--- src/design/srd_pkg.sv ---
package srd_pkg;

    // default size of the largest frame, header and checksum included
    localparam int MAX_FRAME_BYTES_DEF = 64;

    // header marker and reset value of the length limit
    localparam logic [7:0] HDR_BYTE     = 8'hFF;
    localparam logic [7:0] MAX_LEN_RST  = 8'd60;
    // smallest length that carries a data word
    localparam logic [7:0] WORD_MIN_LEN = 8'd4;

    // widths of the data words on the master and slave sides
    localparam int OUT_DATA_W = 48;
    localparam int IN_DATA_W  = 8;

    // one completed frame, as handed from the frame core to the output stage
    typedef struct packed {
        logic        valid;
        logic [7:0]  servo_id;
        logic [7:0]  body_length;
        logic [7:0]  status_byte;
        logic [15:0] data_word;
        logic        data_word_present;
        logic        checksum_ok;
    } t_frame_result;

    // handshake state of the input register towards the core
    typedef struct packed {
        logic       valid;
        logic [7:0] rx_byte;
    } t_in_word;

endpackage

--- src/design/srd_in_stage.sv ---
module srd_in_stage (
    input  logic            i_clk,
    input  logic            i_rst_n,
    input  logic            i_valid,
    output logic            o_ready,
    input  logic [7:0]      i_rx_byte,
    input  logic            i_step,
    output srd_pkg::t_in_word o_word
);
    import srd_pkg::*;

    logic       r_valid;
    logic       n_valid;
    logic [7:0] r_byte;
    logic [7:0] n_byte;

    // room when empty or when the held word moves on this cycle
    assign o_ready = !r_valid || i_step;

    // load a new word, or drop the held one once it has been used
    always_comb begin
        n_valid = r_valid;
        n_byte  = r_byte;
        if (i_valid && o_ready) begin
            n_valid = 1'b1;
            n_byte  = i_rx_byte;
        end else if (i_step) begin
            n_valid = 1'b0;
        end
    end

    always_ff @(posedge i_clk) begin
        if (!i_rst_n) begin
            r_valid <= 1'b0;
        end else begin
            r_valid <= n_valid;
        end
        r_byte <= n_byte;
    end

    assign o_word.valid   = r_valid;
    assign o_word.rx_byte = r_byte;

endmodule

--- src/design/srd_frame_core.sv ---
module srd_frame_core #(
    parameter int MAX_FRAME_BYTES = srd_pkg::MAX_FRAME_BYTES_DEF
) (
    input  logic                  i_clk,
    input  logic                  i_rst_n,
    input  logic                  i_step,
    input  logic [7:0]            i_rx_byte,
    input  logic [7:0]            i_max_body_length,
    output srd_pkg::t_frame_result o_result
);
    import srd_pkg::*;

    // hard cap on the length byte from the frame size
    localparam logic [7:0] LenCap = 8'(MAX_FRAME_BYTES - 4);

    typedef enum logic [4:0] {
        PH_HUNT    = 5'b00001,
        PH_HUNT_FF = 5'b00010,
        PH_ID      = 5'b00100,
        PH_LEN     = 5'b01000,
        PH_BODY    = 5'b10000
    } t_phase;

    t_phase      r_phase,  n_phase;
    logic [7:0]  r_id,     n_id;
    logic [7:0]  r_len,    n_len;
    logic [7:0]  r_pos,    n_pos;
    logic [7:0]  r_sum,    n_sum;
    logic [7:0]  r_status, n_status;
    logic [15:0] r_word,   n_word;

    logic [7:0]  lim;
    logic        last_byte;
    logic        present;

    // effective limit is the smaller of register and frame cap
    assign lim       = (i_max_body_length < LenCap) ? i_max_body_length : LenCap;
    assign last_byte = !(({1'b0, r_pos} + 9'd1) < {1'b0, r_len});

    // next state of the deframer for the byte in the input register
    always_comb begin
        n_phase  = r_phase;
        n_id     = r_id;
        n_len    = r_len;
        n_pos    = r_pos;
        n_sum    = r_sum;
        n_status = r_status;
        n_word   = r_word;
        case (r_phase)
            PH_HUNT_FF: begin
                n_phase = (i_rx_byte == HDR_BYTE) ? PH_ID : PH_HUNT;
            end
            PH_ID: begin
                n_id    = i_rx_byte;
                n_phase = PH_LEN;
            end
            PH_LEN: begin
                if (i_rx_byte == 8'd0 || i_rx_byte > lim) begin
                    n_phase = PH_HUNT;
                end else begin
                    n_len    = i_rx_byte;
                    n_pos    = 8'd0;
                    n_sum    = r_id + i_rx_byte;
                    n_status = 8'd0;
                    n_word   = 16'd0;
                    n_phase  = PH_BODY;
                end
            end
            PH_BODY: begin
                if (r_pos == 8'd0) begin
                    n_status = i_rx_byte;
                end else if (r_pos == 8'd1) begin
                    n_word[7:0] = i_rx_byte;
                end else if (r_pos == 8'd2) begin
                    n_word[15:8] = i_rx_byte;
                end
                if (!last_byte) begin
                    n_sum = r_sum + i_rx_byte;
                    n_pos = r_pos + 8'd1;
                end else begin
                    n_pos   = 8'd0;
                    n_phase = PH_HUNT;
                end
            end
            default: begin
                // hunting, and any stray code acts the same
                n_phase = (i_rx_byte == HDR_BYTE) ? PH_HUNT_FF : PH_HUNT;
            end
        endcase
    end

    // state advances only when a word is consumed
    always_ff @(posedge i_clk) begin
        if (!i_rst_n) begin
            r_phase  <= PH_HUNT;
            r_id     <= 8'd0;
            r_len    <= 8'd0;
            r_pos    <= 8'd0;
            r_sum    <= 8'd0;
            r_status <= 8'd0;
            r_word   <= 16'd0;
        end else if (i_step) begin
            r_phase  <= n_phase;
            r_id     <= n_id;
            r_len    <= n_len;
            r_pos    <= n_pos;
            r_sum    <= n_sum;
            r_status <= n_status;
            r_word   <= n_word;
        end
    end

    // result of the frame end, status and word taken from the updated copies
    assign present = (r_len >= WORD_MIN_LEN);

    assign o_result.valid             = i_step && (r_phase == PH_BODY) && last_byte;
    assign o_result.servo_id          = r_id;
    assign o_result.body_length       = r_len;
    assign o_result.status_byte       = n_status;
    assign o_result.data_word         = present ? n_word : 16'd0;
    assign o_result.data_word_present = present;
    assign o_result.checksum_ok       = (~r_sum == i_rx_byte);

endmodule

--- src/design/srd_out_stage.sv ---
module srd_out_stage (
    input  logic                             i_clk,
    input  logic                             i_rst_n,
    input  srd_pkg::t_frame_result           i_result,
    input  logic                             i_ready,
    output logic                             o_valid,
    output logic [srd_pkg::OUT_DATA_W-1:0]   o_data,
    output logic                             o_space
);
    import srd_pkg::*;

    logic          r_valid;
    logic          n_valid;
    t_frame_result r_res;

    // free when empty or emptied this cycle
    assign o_space = !r_valid || i_ready;

    always_comb begin
        n_valid = r_valid;
        if (o_space) begin
            n_valid = i_result.valid;
        end
    end

    always_ff @(posedge i_clk) begin
        if (!i_rst_n) begin
            r_valid <= 1'b0;
        end else begin
            r_valid <= n_valid;
        end
        if (o_space && i_result.valid) begin
            r_res <= i_result;
        end
    end

    // pack the result word, first field lowest
    assign o_valid = r_valid;
    assign o_data  = {6'd0, r_res.checksum_ok, r_res.data_word_present, r_res.data_word,
                      r_res.status_byte, r_res.body_length, r_res.servo_id};

endmodule

--- src/design/servo_reply_deframer_unit.sv ---
// channel   | dir | payload
// ----------+-----+-----------------------------------------------------------
// s (rx)    | in  | tdata[7:0] rx_byte
// m (frame) | out | tdata: id, length, status, data word, present, checksum ok
// cfg       | in  | wr_data[7:0] max_body_length, written on wr_en
//
// One received byte is taken per cycle while the master side does not stall;
// each byte is held in the input register, and a frame result is registered in
// the output register when its checksum byte moves on from the input register.
// Reset is synchronous and active low; it clears the phase and both registers
// and sets the length limit to 60.
// A stall on the master side backs up through the input register to s tready.
module servo_reply_deframer_unit #(
    parameter int MAX_FRAME_BYTES = srd_pkg::MAX_FRAME_BYTES_DEF
) (
    input  logic                              i_clk,
    input  logic                              i_rst_n,
    input  logic                              i_s_tvalid,
    output logic                              o_s_tready,
    // [7:0] rx_byte
    input  logic [srd_pkg::IN_DATA_W-1:0]     i_s_tdata,
    output logic                              o_m_tvalid,
    input  logic                              i_m_tready,
    // [7:0] servo_id, [15:8] body_length, [23:16] status_byte,
    // [39:24] data_word, [40] data_word_present, [41] checksum_ok, [47:42] zero
    output logic [srd_pkg::OUT_DATA_W-1:0]    o_m_tdata,
    input  logic                              i_cfg_wr_en,
    input  logic [7:0]                        i_cfg_wr_data
);
    import srd_pkg::*;

    logic          r_max_len;
    logic [7:0]    r_max_body_length;
    t_in_word      in_word;
    t_frame_result result;
    logic          out_space;
    logic          step;

    // length limit register
    always_ff @(posedge i_clk) begin
        if (!i_rst_n) begin
            r_max_body_length <= MAX_LEN_RST;
            r_max_len         <= 1'b0;
        end else if (i_cfg_wr_en) begin
            r_max_body_length <= i_cfg_wr_data;
            r_max_len         <= 1'b1;
        end
    end

    // a held word moves into the core when the result register has room
    assign step = in_word.valid && out_space;

    srd_in_stage u_in (
        .i_clk     (i_clk),
        .i_rst_n   (i_rst_n),
        .i_valid   (i_s_tvalid),
        .o_ready   (o_s_tready),
        .i_rx_byte (i_s_tdata),
        .i_step    (step),
        .o_word    (in_word)
    );

    srd_frame_core #(
        .MAX_FRAME_BYTES (MAX_FRAME_BYTES)
    ) u_core (
        .i_clk             (i_clk),
        .i_rst_n           (i_rst_n),
        .i_step            (step),
        .i_rx_byte         (in_word.rx_byte),
        .i_max_body_length (r_max_len ? r_max_body_length : MAX_LEN_RST),
        .o_result          (result)
    );

    srd_out_stage u_out (
        .i_clk    (i_clk),
        .i_rst_n  (i_rst_n),
        .i_result (result),
        .i_ready  (i_m_tready),
        .o_valid  (o_m_tvalid),
        .o_data   (o_m_tdata),
        .o_space  (out_space)
    );

endmodule

--- config.mk ---
export PLATFORM = sky130hd
export DESIGN_NAME = servo_reply_deframer_unit
export DESIGN_NICKNAME = d
export VERILOG_FILES = /design/src/design/srd_pkg.sv /design/src/design/srd_in_stage.sv /design/src/design/srd_frame_core.sv /design/src/design/srd_out_stage.sv /design/src/design/servo_reply_deframer_unit.sv
export SDC_FILE = /design/constraint.sdc
export NUM_CORES = 1
export LEC_CHECK = 0
export ABC_CLOCK_PERIOD_IN_PS = 6100
export BUFFER_PORTS_ARGS = -buffer_cell sky130_fd_sc_hd__buf_2
export CORE_UTILIZATION = 55
export DETAILED_ROUTE_END_ITERATION = 6
export GPL_TIMING_DRIVEN = 0
export PLACE_DENSITY = 0.76
export SLEW_MARGIN = 40
export SYNTH_ARGS = -nofsm -noshare
export SYNTH_HDL_FRONTEND = slang
export SYNTH_SLANG_ARGS = --single-unit
--- constraint.sdc ---
create_clock -name i_clk -period 6.1 [get_ports i_clk]
set_input_delay 0 -clock i_clk [delete_from_list [all_inputs] [get_ports i_clk]]
set_output_delay 0 -clock i_clk [all_outputs]
set_load 0.01 [all_outputs]
==> metrics.cfg <==
[sta]
max_clock_freq_mhz=285
tightest_slew_ns=0.824
finalClockSkew_ns=0.0137
fin_crit_sh_pct=57.5
min_period_ns=3.51
fin_ws_ns=2.59
setup_tns_ns=0
slew_headroom_pct=44.7
slew_violations=0
rsz0062_at_grt=false
setup_violations=0
hold_violations=0

[placement]
post-place-ws_ns=2.70
post_dp_cell_area_mm2=0.00660
gp_congestion=0.874
port_buffers=62
hpwl_mm=9.78

[setup_path]
slowest_stage=nor3_1
crit_cells=12
required_ns=6.55
end_kind=flip-flop
crit_type=reg2reg
critPathTopFamily=simple AND/OR/NAND/NOR gates
crit_buf_inv=1
cp_data_arrival_time_ns=3.96
critPathLaunchType=flip-flop
rr_worst_depth=12
critical_path.max_stage_delay_ns=0.65
crit_chain=ha_1 > and3_1 > buf_2 > nand3_1 > xnor2_1 > ha_1 > and3_1 > a221oi_1 > o21ai_4 > nor3_1 > nand4b_1 > o211ai_1
crit_fanout=7

[cells_and_area]
largest_reg_flops=42
drive_above_1_share_pct=20.2
fin_util_pct=70.1
nets=735
antenna_cells=0
syn2layout_area_growth_pct=21.5
fin_area_mm2=0.00737

[logic_synthesis]
muxShareOfSynthArea_pct=6.25
synthCells=581
synth-xor-area-share_pct=2.74
syn_area_per_cell_um2=10.4
synth-compound-area-share_pct=15.8
synthTopCellsByArea=edfxtp_1, dfxtp_1, ha_1
yosys.area_share.simple_pct=17.1
seq_area_frac_synth_pct=48.5
ys_ff_latch=122
yosys-top-cells-count=dfxtp_1, nand2_1, edfxtp_1
synth_top_family_by_area=simple AND/OR/NAND/NOR gates
synthArstFlopShare_pct=0
yosysTopAreaCellShare_pct=24.8
synth_warnings=0
synth_fa_ha_area_share_pct=5.28
ys.flop_type=dfxtp_1
synth-edff-count=50
yosys.area.top_type=edfxtp_1
synth.most_common_cell=dfxtp_1
yosysUniqueCellTypes=66
syn_area_mm2=0.00607

[clock_network]
post_cts_resized=0
cts_tree=yes
clock_sinks=122
clk_latency_ns=0.53
cts_buffers=17
clk_path_buf_depth=2
path_clk_slew_ns=0.06
root_buffer=clkbuf_8
htreeDepth=4

[floorplan]
core_mm2=0.0105
die_area_mm2=0.0115
start_util_pct=57.7
io_pins=71
fp.dieH_um=107
rows=37
die_w_um=107

[drt]
num_vias=4886
drt_first_pass_iters=6
drt_iter0_drc=388
ant_nets=0
via_per_inst=5.83
drc=0
routed_wl_mm=14.6
wl_per_cell_um=17.5

[global_route]
first_global_vias=4916
grt-ovfl-total=0
grt_max_degree=25
antenna_found_initial=0
grt_use_total_pct=27.4
grt_pass1_wl_mm=24.1

[job]
max_cap_viol_count=0

[outcome]
outcome=finished clean

[power]
p_leak_nw=2.88
ir_worst_vdd_mv=0.168
power.total_w=0.00192
powerDensity_mw_per_mm2=261

[min_path]
hold_class=in2reg
holdPathStages=3

[repair_timing]
action / CTS / global route
hold buffers: 20 / 0
buffers inserted: 0 / 0
hold endpoints to repair: 35 / 0
[kinds of logic (layout without fill, tap and decap cells)]
group	after synthesis	in the layout
adders and majority gates	25	25
buffers and inverters	57	173
AOI/OAI and AO/OA	128	128
muxes	37	37
other	1	6
and+or+nand+nor	192	192
xor gates and xnor gates	19	19
DFF	122	122
[placed cells by master (no fill, tap or decap), types with 5 or more instances in the layout]
master         Yosys  routed
dfxtp_1           72      72
buf_2              8      70
nand2_1           64      64
edfxtp_1          50      50
o21ai_0           33      33
mux2i_1           30      30
clkbuf_1          25      26
nor2_1            27      26
ha_1              24      24
nor2b_1           23      23
a22o_1            22      22
dlygate4sd3_1      0      20
nand3_1           18      18
inv_1             17      17
a21boi_0          17      17
clkbuf_16          0      16
a21oi_1           13      13
a21boi_1          11      11
xor2_1            10      10
xnor2_1            9       9
o211ai_1           8       8
mux2_2             7       7
nand4_1            7       7
nand4b_1           6       6
buf_4              6       6
conb_1             1       6
and3_1             5       5
[metrics by stage]
stage	hold WS, ns	cells
after global placement	0.179	784
after floorplan	0.0989	586
after CTS	0.0170	838
final	0.0150	838
after detailed placement	0.179	786
after global routing	0.0536	838
[power by group]
group / internal (W) / switching (W)
logic: 0.0000413 / 0.0000551
registers: 0.000853 / 0.0000125
clock network: 0.000582 / 0.000377
[routing by layer]
metal | GRT usage, % | wire length, um | vias to the layer above
met3 | 5.47 | 919 | 38
met2 | 46.5 | 7190 | 220
met5 | 0 | 0 | -
li1 | - | - | 2305
met4 | 12.4 | 394 | 0
met1 | 33.7 | 6140 | 2323
[worst reg2reg max path, cell delays in order, from the launching register on]
cell and delay (ns):
dfxtp_1 0.45, ha_1 0.26, and3_1 0.16, buf_2 0.15, nand3_1 0.16, xnor2_1 0.18, ha_1 0.32, and3_1 0.20
a221oi_1 0.43, o21ai_4 0.14, nor3_1 0.65, nand4b_1 0.19, o211ai_1 0.14
[layout make-up]
cell class / instances / area (um^2)
Inverter: 17 / 63.8
Multi-Input combinational cell: 407 / 2900
Buffer: 40 / 190
Clock buffer: 18 / 418
Tap cell: 136 / 170
Sequential cell: 122 / 2940
Timing Repair Buffer: 84 / 541
Clock inverter: 14 / 148
Fill cell: 780 / 3140
[final timing paths]
| kind | from | to | slack (ns) |
|---|---|---|---|
| worst max-delay path | u_core.r_pos[0] | u_core.r_pos[3] | 2.59 |
| worst min-delay path | i_cfg_wr_en | r_max_body_length[3] | 0.01 |
| worst max register to register | u_core.r_pos[0] | u_core.r_pos[3] | 2.59 |
| worst min register to register | r_max_len | r_max_len | 0.45 |
Note: power is estimated with default switching activity, not from simulation.
